[src/rtl/cta_pkg.sv]
// Shared types and constants for the comet trail LED animator.
package cta_pkg;

    localparam int CNT_W = 7;
    localparam int IDX_W = 6;
    localparam int CH_W  = 8;
    localparam int INT_W = 10;
    localparam int PH_W  = 5;

    localparam logic [1:0] ST_AVAILABLE = 2'd0;
    localparam logic [1:0] ST_CHARGING  = 2'd1;
    localparam logic [1:0] ST_ERROR     = 2'd2;
    localparam logic [1:0] ST_CONFIG    = 2'd3;

    localparam logic REG_LED_COUNT      = 1'b0;
    localparam logic REG_FRAME_INTERVAL = 1'b1;

    localparam logic [CNT_W-1:0] LED_COUNT_RST      = 7'd16;
    localparam logic [INT_W-1:0] FRAME_INTERVAL_RST = 10'd50;

    localparam logic [PH_W-1:0] BLINK_HALF = 5'd10;
    localparam logic [PH_W-1:0] BLINK_LAST = 5'd19;
    localparam logic [CH_W-1:0] FULL       = 8'hFF;

    typedef struct packed {
        logic tick_count;
        logic frame_start;
        logic load_pixel;
        logic next_pixel;
    } cta_cmd_t;

    typedef struct packed {
        logic frame_due;
        logic last_pixel;
    } cta_stat_t;

endpackage

[src/rtl/comet_trail_led_animator.sv]
// A tick that fires no frame only advances the tick count; a firing tick passes through the
// pixel-load state, where LED 0 is loaded, to the output state, where LED 0 is shown.
// Each LED takes a pixel load, then an output transaction held until m_tready; the next LED loads only after that.
// No input is taken until the last LED of a frame is delivered.
// Reset (rst_n, async low): led_count 16, frame_interval 50, tick count, head and blink cleared.
// Top level of the comet trail LED animator.
module comet_trail_led_animator
    import cta_pkg::*;
#(
    parameter int MAX_LEDS = 64
)
(
    input  logic        clk,
    input  logic        rst_n,
    input  logic        cfg_we,
    input  logic        cfg_index,
    input  logic [9:0]  cfg_wdata,
    input  logic        s_tvalid,
    output logic        s_tready,
    input  logic [7:0]  s_tdata,   // [1:0] status
    output logic        m_tvalid,
    input  logic        m_tready,
    output logic [31:0] m_tdata,   // [5:0] led_index, [13:6] red, [21:14] green, [29:22] blue
    output logic        m_tlast
);

    cta_cmd_t         cmd;
    cta_stat_t        stat;
    logic [IDX_W-1:0] led_index;
    logic [CH_W-1:0]  red;
    logic [CH_W-1:0]  green;
    logic [CH_W-1:0]  blue;

    cta_ctrl u_ctrl (
        .clk      (clk),
        .rst_n    (rst_n),
        .s_tvalid (s_tvalid),
        .m_tready (m_tready),
        .stat     (stat),
        .cmd      (cmd),
        .s_tready (s_tready),
        .m_tvalid (m_tvalid)
    );

    cta_datapath #(
        .MAX_LEDS (MAX_LEDS)
    ) u_datapath (
        .clk       (clk),
        .rst_n     (rst_n),
        .cfg_we    (cfg_we),
        .cfg_index (cfg_index),
        .cfg_wdata (cfg_wdata),
        .s_status  (s_tdata[1:0]),
        .cmd       (cmd),
        .stat      (stat),
        .led_index (led_index),
        .red       (red),
        .green     (green),
        .blue      (blue),
        .frame_end (m_tlast)
    );

    assign m_tdata = {2'b00, blue, green, red, led_index};

endmodule

[src/rtl/cta_ctrl.sv]
// Sequencer for tick handling and per-LED output transactions.
module cta_ctrl
    import cta_pkg::*;
(
    input  logic      clk,
    input  logic      rst_n,
    input  logic      s_tvalid,
    input  logic      m_tready,
    input  cta_stat_t stat,
    output cta_cmd_t  cmd,
    output logic      s_tready,
    output logic      m_tvalid
);

    localparam logic [1:0] S_IDLE = 2'd0;
    localparam logic [1:0] S_PREP = 2'd1;
    localparam logic [1:0] S_SEND = 2'd2;

    logic [1:0] state_reg;
    logic [1:0] state_next;

    always_ff @(posedge clk or negedge rst_n)
    begin
        if (!rst_n)
        begin
            state_reg <= S_IDLE;
        end
        else
        begin
            state_reg <= state_next;
        end
    end

    always_comb
    begin
        cmd        = '0;
        state_next = state_reg;
        unique case (state_reg)
            S_IDLE:
            begin
                if (s_tvalid)
                begin
                    if (stat.frame_due)
                    begin
                        cmd.frame_start = 1'b1;
                        state_next      = S_PREP;
                    end
                    else
                    begin
                        cmd.tick_count = 1'b1;
                    end
                end
            end
            S_PREP:
            begin
                cmd.load_pixel = 1'b1;
                state_next     = S_SEND;
            end
            S_SEND:
            begin
                if (m_tready)
                begin
                    if (stat.last_pixel)
                    begin
                        state_next = S_IDLE;
                    end
                    else
                    begin
                        cmd.next_pixel = 1'b1;
                        state_next     = S_PREP;
                    end
                end
            end
            default:
            begin
                state_next = S_IDLE;
            end
        endcase
    end

    assign s_tready = (state_reg == S_IDLE);
    assign m_tvalid = (state_reg == S_SEND);

`ifndef SYNTH
    a_no_overlap: assert property (@(posedge clk) disable iff (!rst_n)
        !(s_tready && m_tvalid))
        else $error("input and output transactions overlap");

    a_last_to_idle: assert property (@(posedge clk) disable iff (!rst_n)
        (m_tvalid && m_tready && stat.last_pixel) |=> s_tready)
        else $error("frame did not return to idle after last pixel");

    a_load_before_send: assert property (@(posedge clk) disable iff (!rst_n)
        $rose(m_tvalid) |-> $past(cmd.load_pixel))
        else $error("pixel shown without being loaded");
`endif

endmodule

[src/rtl/cta_datapath.sv]
// Tick counter, animation state and pixel colour datapath.
module cta_datapath
    import cta_pkg::*;
#(
    parameter int MAX_LEDS = 64
)
(
    input  logic             clk,
    input  logic             rst_n,
    input  logic             cfg_we,
    input  logic             cfg_index,
    input  logic [INT_W-1:0] cfg_wdata,
    input  logic [1:0]       s_status,
    input  cta_cmd_t         cmd,
    output cta_stat_t        stat,
    output logic [IDX_W-1:0] led_index,
    output logic [CH_W-1:0]  red,
    output logic [CH_W-1:0]  green,
    output logic [CH_W-1:0]  blue,
    output logic             frame_end
);

    localparam logic [CNT_W-1:0] N_MAX =
        (MAX_LEDS >= 127) ? {CNT_W{1'b1}} : CNT_W'(MAX_LEDS);

    logic [CNT_W-1:0] led_count_reg;
    logic [INT_W-1:0] frame_interval_reg;
    logic [INT_W-1:0] elapsed_reg;
    logic [CNT_W-1:0] head_reg;
    logic [PH_W-1:0]  blink_reg;
    logic [1:0]       mode_reg;
    logic [CNT_W-1:0] n_reg;
    logic [CNT_W-1:0] idx_reg;
    logic [IDX_W-1:0] led_index_reg;
    logic [CH_W-1:0]  red_reg;
    logic [CH_W-1:0]  green_reg;
    logic [CH_W-1:0]  blue_reg;
    logic             frame_end_reg;

    logic [CNT_W-1:0] n_cur;
    logic [CNT_W:0]   head_inc;
    logic [CNT_W-1:0] head_next;
    logic [PH_W-1:0]  blink_next;
    logic [CNT_W:0]   trail_dist;
    logic [CNT_W:0]   shift;
    logic [CH_W-1:0]  level;
    logic             blink_on;
    logic [CH_W-1:0]  red_next;
    logic [CH_W-1:0]  green_next;
    logic [CH_W-1:0]  blue_next;

    always_comb
    begin
        if (led_count_reg == '0)
        begin
            n_cur = CNT_W'(1);
        end
        else if (led_count_reg > N_MAX)
        begin
            n_cur = N_MAX;
        end
        else
        begin
            n_cur = led_count_reg;
        end
    end

    assign head_inc   = {1'b0, head_reg} + (CNT_W+1)'(1);
    assign head_next  = (head_inc >= {1'b0, n_cur}) ? '0 : head_inc[CNT_W-1:0];
    assign blink_next = (blink_reg == BLINK_LAST) ? '0 : blink_reg + PH_W'(1);

    // distance behind the head, wrapping around the strip
    always_comb
    begin
        if (head_reg >= idx_reg)
        begin
            trail_dist = {1'b0, head_reg} - {1'b0, idx_reg};
        end
        else
        begin
            trail_dist = {1'b0, head_reg} + {1'b0, n_reg} - {1'b0, idx_reg};
        end
        shift = (idx_reg == head_reg) ? '0 : trail_dist + (CNT_W+1)'(1);
        level = (shift >= (CNT_W+1)'(8)) ? '0 : (FULL >> shift[2:0]);
    end

    assign blink_on = (blink_reg < BLINK_HALF);

    always_comb
    begin
        red_next   = '0;
        green_next = '0;
        blue_next  = '0;
        case (mode_reg)
            ST_AVAILABLE: blue_next  = level;
            ST_CHARGING:  green_next = level;
            ST_ERROR:     red_next   = blink_on ? level : '0;
            default:
            begin
                red_next  = FULL;
                blue_next = FULL;
            end
        endcase
    end

    always_ff @(posedge clk or negedge rst_n)
    begin
        if (!rst_n)
        begin
            led_count_reg      <= LED_COUNT_RST;
            frame_interval_reg <= FRAME_INTERVAL_RST;
            elapsed_reg        <= '0;
            head_reg           <= '0;
            blink_reg          <= '0;
            mode_reg           <= ST_AVAILABLE;
            n_reg              <= CNT_W'(1);
            idx_reg            <= '0;
        end
        else
        begin
            if (cfg_we)
            begin
                unique case (cfg_index)
                    REG_LED_COUNT:      led_count_reg      <= cfg_wdata[CNT_W-1:0];
                    REG_FRAME_INTERVAL: frame_interval_reg <= cfg_wdata;
                    default:            ;
                endcase
            end
            if (cmd.tick_count)
            begin
                elapsed_reg <= elapsed_reg + INT_W'(1);
            end
            if (cmd.frame_start)
            begin
                elapsed_reg <= '0;
                head_reg    <= head_next;
                blink_reg   <= blink_next;
                mode_reg    <= s_status;
                n_reg       <= n_cur;
                idx_reg     <= '0;
            end
            if (cmd.next_pixel)
            begin
                idx_reg <= idx_reg + CNT_W'(1);
            end
        end
    end

    always_ff @(posedge clk)
    begin
        if (cmd.load_pixel)
        begin
            led_index_reg <= idx_reg[IDX_W-1:0];
            red_reg       <= red_next;
            green_reg     <= green_next;
            blue_reg      <= blue_next;
            frame_end_reg <= ({1'b0, idx_reg} + (CNT_W+1)'(1)) == {1'b0, n_reg};
        end
    end

    assign stat.frame_due  = (elapsed_reg >= frame_interval_reg);
    assign stat.last_pixel = frame_end_reg;
    assign led_index       = led_index_reg;
    assign red             = red_reg;
    assign green           = green_reg;
    assign blue            = blue_reg;
    assign frame_end       = frame_end_reg;

endmodule
[config.mk]
export PLATFORM = sky130hd
export DESIGN_NAME = comet_trail_led_animator
export DESIGN_NICKNAME = d
export VERILOG_FILES = /design/src/rtl/cta_pkg.sv /design/src/rtl/comet_trail_led_animator.sv /design/src/rtl/cta_ctrl.sv /design/src/rtl/cta_datapath.sv
export SDC_FILE = /design/constraint.sdc
export NUM_CORES = 1
export LEC_CHECK = 0
export BUFFER_PORTS_ARGS = -buffer_cell sky130_fd_sc_hd__buf_2
export CELL_PAD_IN_SITES_DETAIL_PLACEMENT = 0
export CELL_PAD_IN_SITES_GLOBAL_PLACEMENT = 1
export CORE_UTILIZATION = 42
export DETAILED_ROUTE_END_ITERATION = 16
export GPL_ROUTABILITY_DRIVEN = 0
export PLACE_DENSITY = 0.86
export SYNTH_ARGS = -nofsm -noshare
export SYNTH_HDL_FRONTEND = slang
export SYNTH_SLANG_ARGS = --single-unit
[constraint.sdc]
create_clock -name clk -period 3.44 [get_ports clk]
set_input_delay 0.86 -clock clk [delete_from_list [all_inputs] [get_ports clk]]
set_output_delay 0.86 -clock clk [all_outputs]
set_load 0.005 [all_outputs]
**Yosys cells after proc, flatten, opt, wreduce, memory -nomap -nowiden**

Index checks and enable logic that the tools add are counted.

- $add $sub $neg: 9
- Order comparisons: 6
- Eq/ne operators: 10
- Shift-type cells: 1
- Multiplexer cells: 27
- Bitwise operators: 1
- Reductions and logical operators: 10

Operators by type and width:

| cell | count |
|---|---|
| 7-bit two-way mux | 5 |
| 8-bit two-way mux | 4 |
| 8-bit one-hot mux with 2 select lines | 2 |
| 10-bit two-way mux | 2 |
| 7-bit by 1-bit adder with 8-bit output (second input constant) | 2 |
| 10-bit by 1-bit adder with 10-bit output (second input constant) | 1 |
| 10-bit >= comparator | 1 |
| 2-bit two-way mux | 5 |
| 7-bit by 7-bit adder with 8-bit output | 1 |
| 8-bit by 1-bit adder with 8-bit output (second input constant) | 1 |
| 8-bit by 7-bit equality test with 1-bit output | 1 |
| 8-bit by 4-bit >= comparator with 1-bit output (second input constant) | 1 |
| 8-bit by 7-bit >= comparator with 1-bit output | 1 |
| 8-bit by 3-bit >> shifter with 8-bit output (first input constant) | 1 |
| 7-bit by 7-bit subtractor with 8-bit output | 1 |
| 8-bit by 7-bit subtractor with 8-bit output | 1 |
| 7-bit by 1-bit adder with 7-bit output (second input constant) | 1 |
| 7-bit equality test | 1 |
| 7-bit >= comparator | 1 |
| 7-bit greater-than comparator (second input constant) | 1 |
| 7-bit logical NOT | 1 |
| 1-bit two-way mux | 7 |
| 2-bit one-hot mux with 3 select lines | 1 |
| 5-bit by 1-bit adder with 5-bit output (second input constant) | 1 |
| other kinds (13) | 20 |

- Register bits after elaboration: 88
- Input bits: 24
- Logic and storage cells: 78

**Logic depth before layout (Yosys ltp)**

- Depth in word-level cells: 9
- Mapped depth: 17
- Mapped depth without buffers: 16

**Modules after synthesis**

A second synthesis with hierarchy kept.

- Cell total of the unflattened synthesis: 541
- Area total of the unflattened synthesis: 5506.5 µm²

Modules (own cells, without submodules):

| module | instances | cells each | area each (µm²) | sequential area each (µm²) |
|---|---|---|---|---|
| cta_datapath | 1 | 526 | 5361.4 | 2313.5 |
| cta_ctrl | 1 | 12 | 126.4 | 50.0 |
| comet_trail_led_animator | 1 | 3 | 18.8 | 0.0 |

**Worst setup path before layout**

OpenSTA, ideal clock, no wires.

- Kind: register -> register
- Start: reg u_datapath.idx_reg[1]
- End: reg u_datapath.red_reg[5] (netlist: u_datapath.red[5]), data pin
- Library setup time: 0.170 ns
- Arrival: 3.403 ns
- Required time: 3.270 ns
- Slack: -0.133 ns
- Cell stages (with the launch flop): 14
- Buffers on the path: 1
- Period minus slack after synthesis: 3.573 ns
- Path through: dfrtp_1 fa_1 inv_1 fa_1 a211oi_1 o21bai_1 a221o_1 o211ai_1 a21oi_1 or3b_1 a22oi_2 nor2_2 buf_6 o31ai_1

- Word-level cells in the longest chain between the ends: 8
- Elaborated cells between the ends (all ways): 12
- Classes of those cells: add/sub: 3; order compare: 2; eq/ne: 1; shift: 1; mux: 5

Ends and longest elaborated chain:

| element | line | source |
|---|---|---|
| start, declared | cta_datapath.sv:33 | `logic [CNT_W-1:0] idx_reg;` |
| start signal, assigned | cta_datapath.sv:144 | `idx_reg <= idx_reg + CNT_W'(1);` |
| 8-bit by 7-bit subtractor with 8-bit output (tied with other cells) | cta_datapath.sv:81 | `trail_dist = {1'b0, head_reg} + {1'b0, n_reg} - {1'b0, idx_reg};` |
| 8-bit two-way mux | cta_datapath.sv:75 | `if (head_reg >= idx_reg)` |
| 8-bit by 1-bit adder with 8-bit output | cta_datapath.sv:83 | `shift = (idx_reg == head_reg) ? '0 : trail_dist + (CNT_W+1)'(1);` |
| 8-bit two-way mux (*) | cta_datapath.sv:83 |  |
| 8-bit by 4-bit >= comparator with 1-bit output or 8-bit by 3-bit >> shifter with 8-bit output (tied branches) | cta_datapath.sv:84 | `level = (shift >= (CNT_W+1)'(8)) ? '0 : (FULL >> shift[2:0]);` |
| 8-bit two-way mux (*) | cta_datapath.sv:84 |  |
| 8-bit two-way mux (*) | cta_datapath.sv:97 | `ST_ERROR: red_next = blink_on ? level : '0;` |
| 8-bit one-hot mux with 2 select lines (*) | cta_datapath.sv:94 | `case (mode_reg)` |
| net u_datapath.red_next[5] | cta_datapath.sv:48 | `logic [CH_W-1:0] red_next;` |
| end signal, assigned | cta_datapath.sv:154 | `red_reg <= red_next;` |
| end, declared | cta_datapath.sv:35 | `logic [CH_W-1:0] red_reg;` |

Mark *: on every way through the listed nets, which the timed path passes. The rest lies on a longest branch.
A chain may end at the register's enable or synchronous reset.

**Final worst setup path**

- Start: reg u_datapath.n_reg[1]
- End: reg u_datapath.red_reg[3] (netlist: u_datapath.red[3]), data pin

- Word-level cells in the longest chain between the ends: 9
- Elaborated cells between the ends (all ways): 10
- Classes of those cells: add/sub: 3; order compare: 1; shift: 1; mux: 5

Ends and longest elaborated chain:

| element | line | source |
|---|---|---|
| start, declared | cta_datapath.sv:32 | `logic [CNT_W-1:0] n_reg;` |
| start signal, assigned | cta_datapath.sv:139 | `n_reg <= n_cur;` |
| 7-bit by 7-bit adder with 8-bit output (*) | cta_datapath.sv:81 |  |
| 8-bit by 7-bit subtractor with 8-bit output (*) | cta_datapath.sv:81 |  |
| 8-bit two-way mux (*) | cta_datapath.sv:75 |  |
| 8-bit by 1-bit adder with 8-bit output (*) | cta_datapath.sv:83 |  |
| 8-bit two-way mux (*) | cta_datapath.sv:83 |  |
| 8-bit by 4-bit >= comparator with 1-bit output or 8-bit by 3-bit >> shifter with 8-bit output (tied branches) | cta_datapath.sv:84 |  |
| 8-bit two-way mux (*) | cta_datapath.sv:84 |  |
| 8-bit two-way mux (*) | cta_datapath.sv:97 |  |
| 8-bit one-hot mux with 2 select lines (*) | cta_datapath.sv:94 |  |
| net u_datapath.red_next[3] | cta_datapath.sv:48 |  |

Marks and branches as above.

==> impl_metrics.py <==
metrics = {
    "clocking": {
        "clk_pin_slew_ns": 0.06,
        "clock_sinks": 88,
        "clockBufferDepth": 2,
        "cts-root-buf": "clkbuf_16",
        "cts_tree": "yes",
        "h-tree-depth": 3,
        "clock_latency_ns": 0.33,
        "cts_buffers": 9,
        "ctsHoldBuffers": 0,
    },
    "worst_setup_path": {
        "crit_chain": "inv_2 > fa_1 > inv_2 > fa_2 > a211oi_4 > o21bai_1 > a221o_1 > o211ai_1 > a21oi_2 > or3b_4 > a22oi_2 > buf_6 > nor2_4 > o31ai_1",
        "endpoint_kind": "flip-flop",
        "startpoint_type": "flip-flop",
        "worstPathMaxFanout": 6,
        "cp_data_arrival_time_ns": 3.76,
        "required_ns": 3.58,
        "crit_top_cell": "inv_2",
        "path_class": "flip-flop to flip-flop",
        "crit_path_max_incr_delay_ns": 0.55,
        "cp_slowest_cell": "fa_1",
    },
    "yosys": {
        "synth_seq_area_share": 0.4310,
        "synth_common_cells": "inv_1, dfrtp_1, nand2_1, o21ai_0, ha_1",
        "synth_area_leaders": "dfrtp_1, edfxtp_1, ha_1",
        "synth_edf_count": 31,
        "synth-warning-count": 0,
        "synth_area_leader_cell": "dfrtp_1",
        "synthCells": 555,
        "yosysMostFrequentCell": "inv_1",
        "yosysTopAreaCellShare": 0.2373,
        "synth_ff_type": "dfrtp_1",
        "yosys.cell_types.count": 65,
        "syn_area_per_cell_um2": 9.881,
        "ys_seq_elements": 88,
        "async_reset_ff_frac": 0.6477,
        "syn-cell-area_mm2": 0.005484,
    },
    "routing": {
        "first_pass_iters": 4,
        "ant_nets": 0,
        "vias": 4521,
        "drt_wl_total_um": 12460,
        "drc_errors": 0,
        "routed_via_density": 5.227,
        "wl_per_cell_um": 14.41,
        "drt-initial-drc-count": 180,
    },
    "timing": {
        "hold_violations": 0,
        "fin_skew_ns": 0.005303,
        "slew_viol_final": 0,
        "period_minus_slack_ns": 3.626,
        "final.setup.tns_ns": -2.754,
        "setup_ws_ns": -0.1860,
        "setup-violations-final": 23,
        "timing.final.crit_share": 1.054,
        "fmax_mhz": 275.8,
        "rsz0062_at_grt": "true",
        "worst_pin_slew_ns": 0.7172,
        "maxSlewHeadroom": 0.5219,
    },
    "floorplan": {
        "core_mm2": 0.01267,
        "rows": 41,
        "ioPinCount": 59,
        "die-area_mm2": 0.01352,
        "die_x_um": 116.3,
        "die_y_um": 116.3,
        "start_util": 0.4328,
    },
    "outcome": {
        "violations": "negative setup slack",
        "run_status": "finished, violations left",
    },
    "power_and_ir_drop": {
        "p_leak_nw": 3.158,
        "power.density_mw_per_mm2": 1137,
        "ir_drop_uv": 511.2,
    },
    "job": {
        "cap_viol_max_count": 0,
    },
    "global_route": {
        "grt_pass1_wl_um": 21160,
        "grt_max_degree": 58,
        "grt_pass1_vias": 4511,
        "track_usage": 0.2027,
        "antenna_found_initial": 0,
        "overflow": 0,
    },
    "final_layout": {
        "syn_to_final_growth_pct": 27.24,
        "drive_gt1_frac": 0.3290,
        "instances_no_fill": 865,
        "diodes": 0,
        "fin_nets": 759,
    },
    "worst_hold_path": {
        "hold_path.class": "flip-flop to flip-flop",
    },
    "placement": {
        "numPortBuffers": 50,
        "placed_cells": 845,
        "place.detailed.hpwl_um": 9762,
    },
}
## area by class of cell
class	count	area, um2
Fill cell	1129	5693
Multi-Input combinational cell	399	3025
Sequential cell	88	2370
Timing Repair Buffer	133	880.8
Clock buffer	10	229.0
Tap cell	172	215.2
Inverter	57	214.0
Clock inverter	6	43.79
## where the power goes
group / switching (W) / internal (W)
logic: 0.00288 / 0.00264
clock network: 0.000398 / 0.000492
registers: 0.000160 / 0.00137
total: 0.00343 / 0.00450
## worst max-delay path: cells and delay by family, from the launching register on
kind | cells | cell delay, ns
AND/OR/NAND/NOR | 2 | 0.46
AO/OA/AOI/OAI | 7 | 1.41
adder cells (fa/ha/maj) | 2 | 0.96
buffers and inverters | 3 | 0.24
flip-flops | 1 | 0.36
## kinds of logic after synthesis
| group | count (synthesis) | synth area share |
|---|---|---|
| buf+inv | 69 | 0.05019 |
| flops | 88 | 0.4310 |
| other cells | 1 | 0.0006838 |
| fa+ha+maj | 47 | 0.1182 |
| mux | 22 | 0.04517 |
| compound gates | 125 | 0.1444 |
| xor+xnor | 26 | 0.04152 |
| simple gates | 177 | 0.1688 |
## cell usage in the layout (no fill, tap or decap), types with 4 or more instances in the layout
master     synthesis  final
buf_4              2     81
inv_1             57     55
buf_2              0     50
dfrtp_1           52     47
nand2_1           47     46
nor2_1            37     36
ha_1              39     36
o21ai_0           43     32
edfxtp_1          31     31
mux2_2            18     18
a21oi_1           21     17
nand3_1           17     17
a21o_1            14     14
xnor2_1           15     14
xor2_1            11     11
nor3_1            10     10
o21ai_1            2      9
clkbuf_16          0      9
nand2b_1           8      8
and3_1             8      7
nand3b_1           7      7
fa_1               8      7
nor3b_2            0      6
o22ai_1            6      6
nand4_1            5      5
a211oi_1           8      5
dfstp_2            5      5
dfrtp_2            0      5
a21oi_2            0      4
or3b_2             4      4
o21ai_2            0      4
or3_1              4      4
o31ai_1            8      4
## per-layer routing
metal  vias up  track usage  part of all wire
met5         -            0                 0
met4         0      0.06325             0.020
li1       2237            -                 -
met3        20      0.03736             0.038
met2       101       0.3633              0.50
met1      2163       0.2460              0.44
## repair_timing
item | 4_1_cts | 5_1_grt
setup endpoints to repair | 23 | 24
gates resized for setup | 23 | 26
pin swaps | 5 | 15
buffers inserted | 2 | 3
## worst paths after layout
kind                                               endpoint  cells past startpoint                 from  slack, ns
max                                       u_datapath.red[3]                     14  u_datapath.n_reg[1]      -0.19
min                                     u_datapath.n_reg[0]                      2  u_datapath.n_reg[0]       0.49
max reg2reg                               u_datapath.red[3]                     14  u_datapath.n_reg[1]      -0.19
min reg2reg                             u_datapath.n_reg[0]                      2  u_datapath.n_reg[0]       0.49
max in group asynchronous             u_datapath.idx_reg[5]                      2                rst_n       2.26
min in group asynchronous  u_datapath.frame_interval_reg[0]                      2                rst_n       0.66
## metrics by stage
stage                     cell area [um2]  hold WS (ns)    util  total power, W  setup WS (ns)
after floorplan                      5515        0.4498       -        0.004586        0.02430
final                                6978        0.4874  0.5507        0.007937        -0.1860
after global placement               6519        0.4767  0.5145        0.006263        -0.2549
after global routing                 6978        0.5202  0.5507        0.008605        -0.3066
after detailed placement             6519        0.4869  0.5145        0.006445        -0.3635
after CTS                            6885        0.4961  0.5434        0.007651        -0.1807
Note: power is estimated with default switching activity, not from simulation.
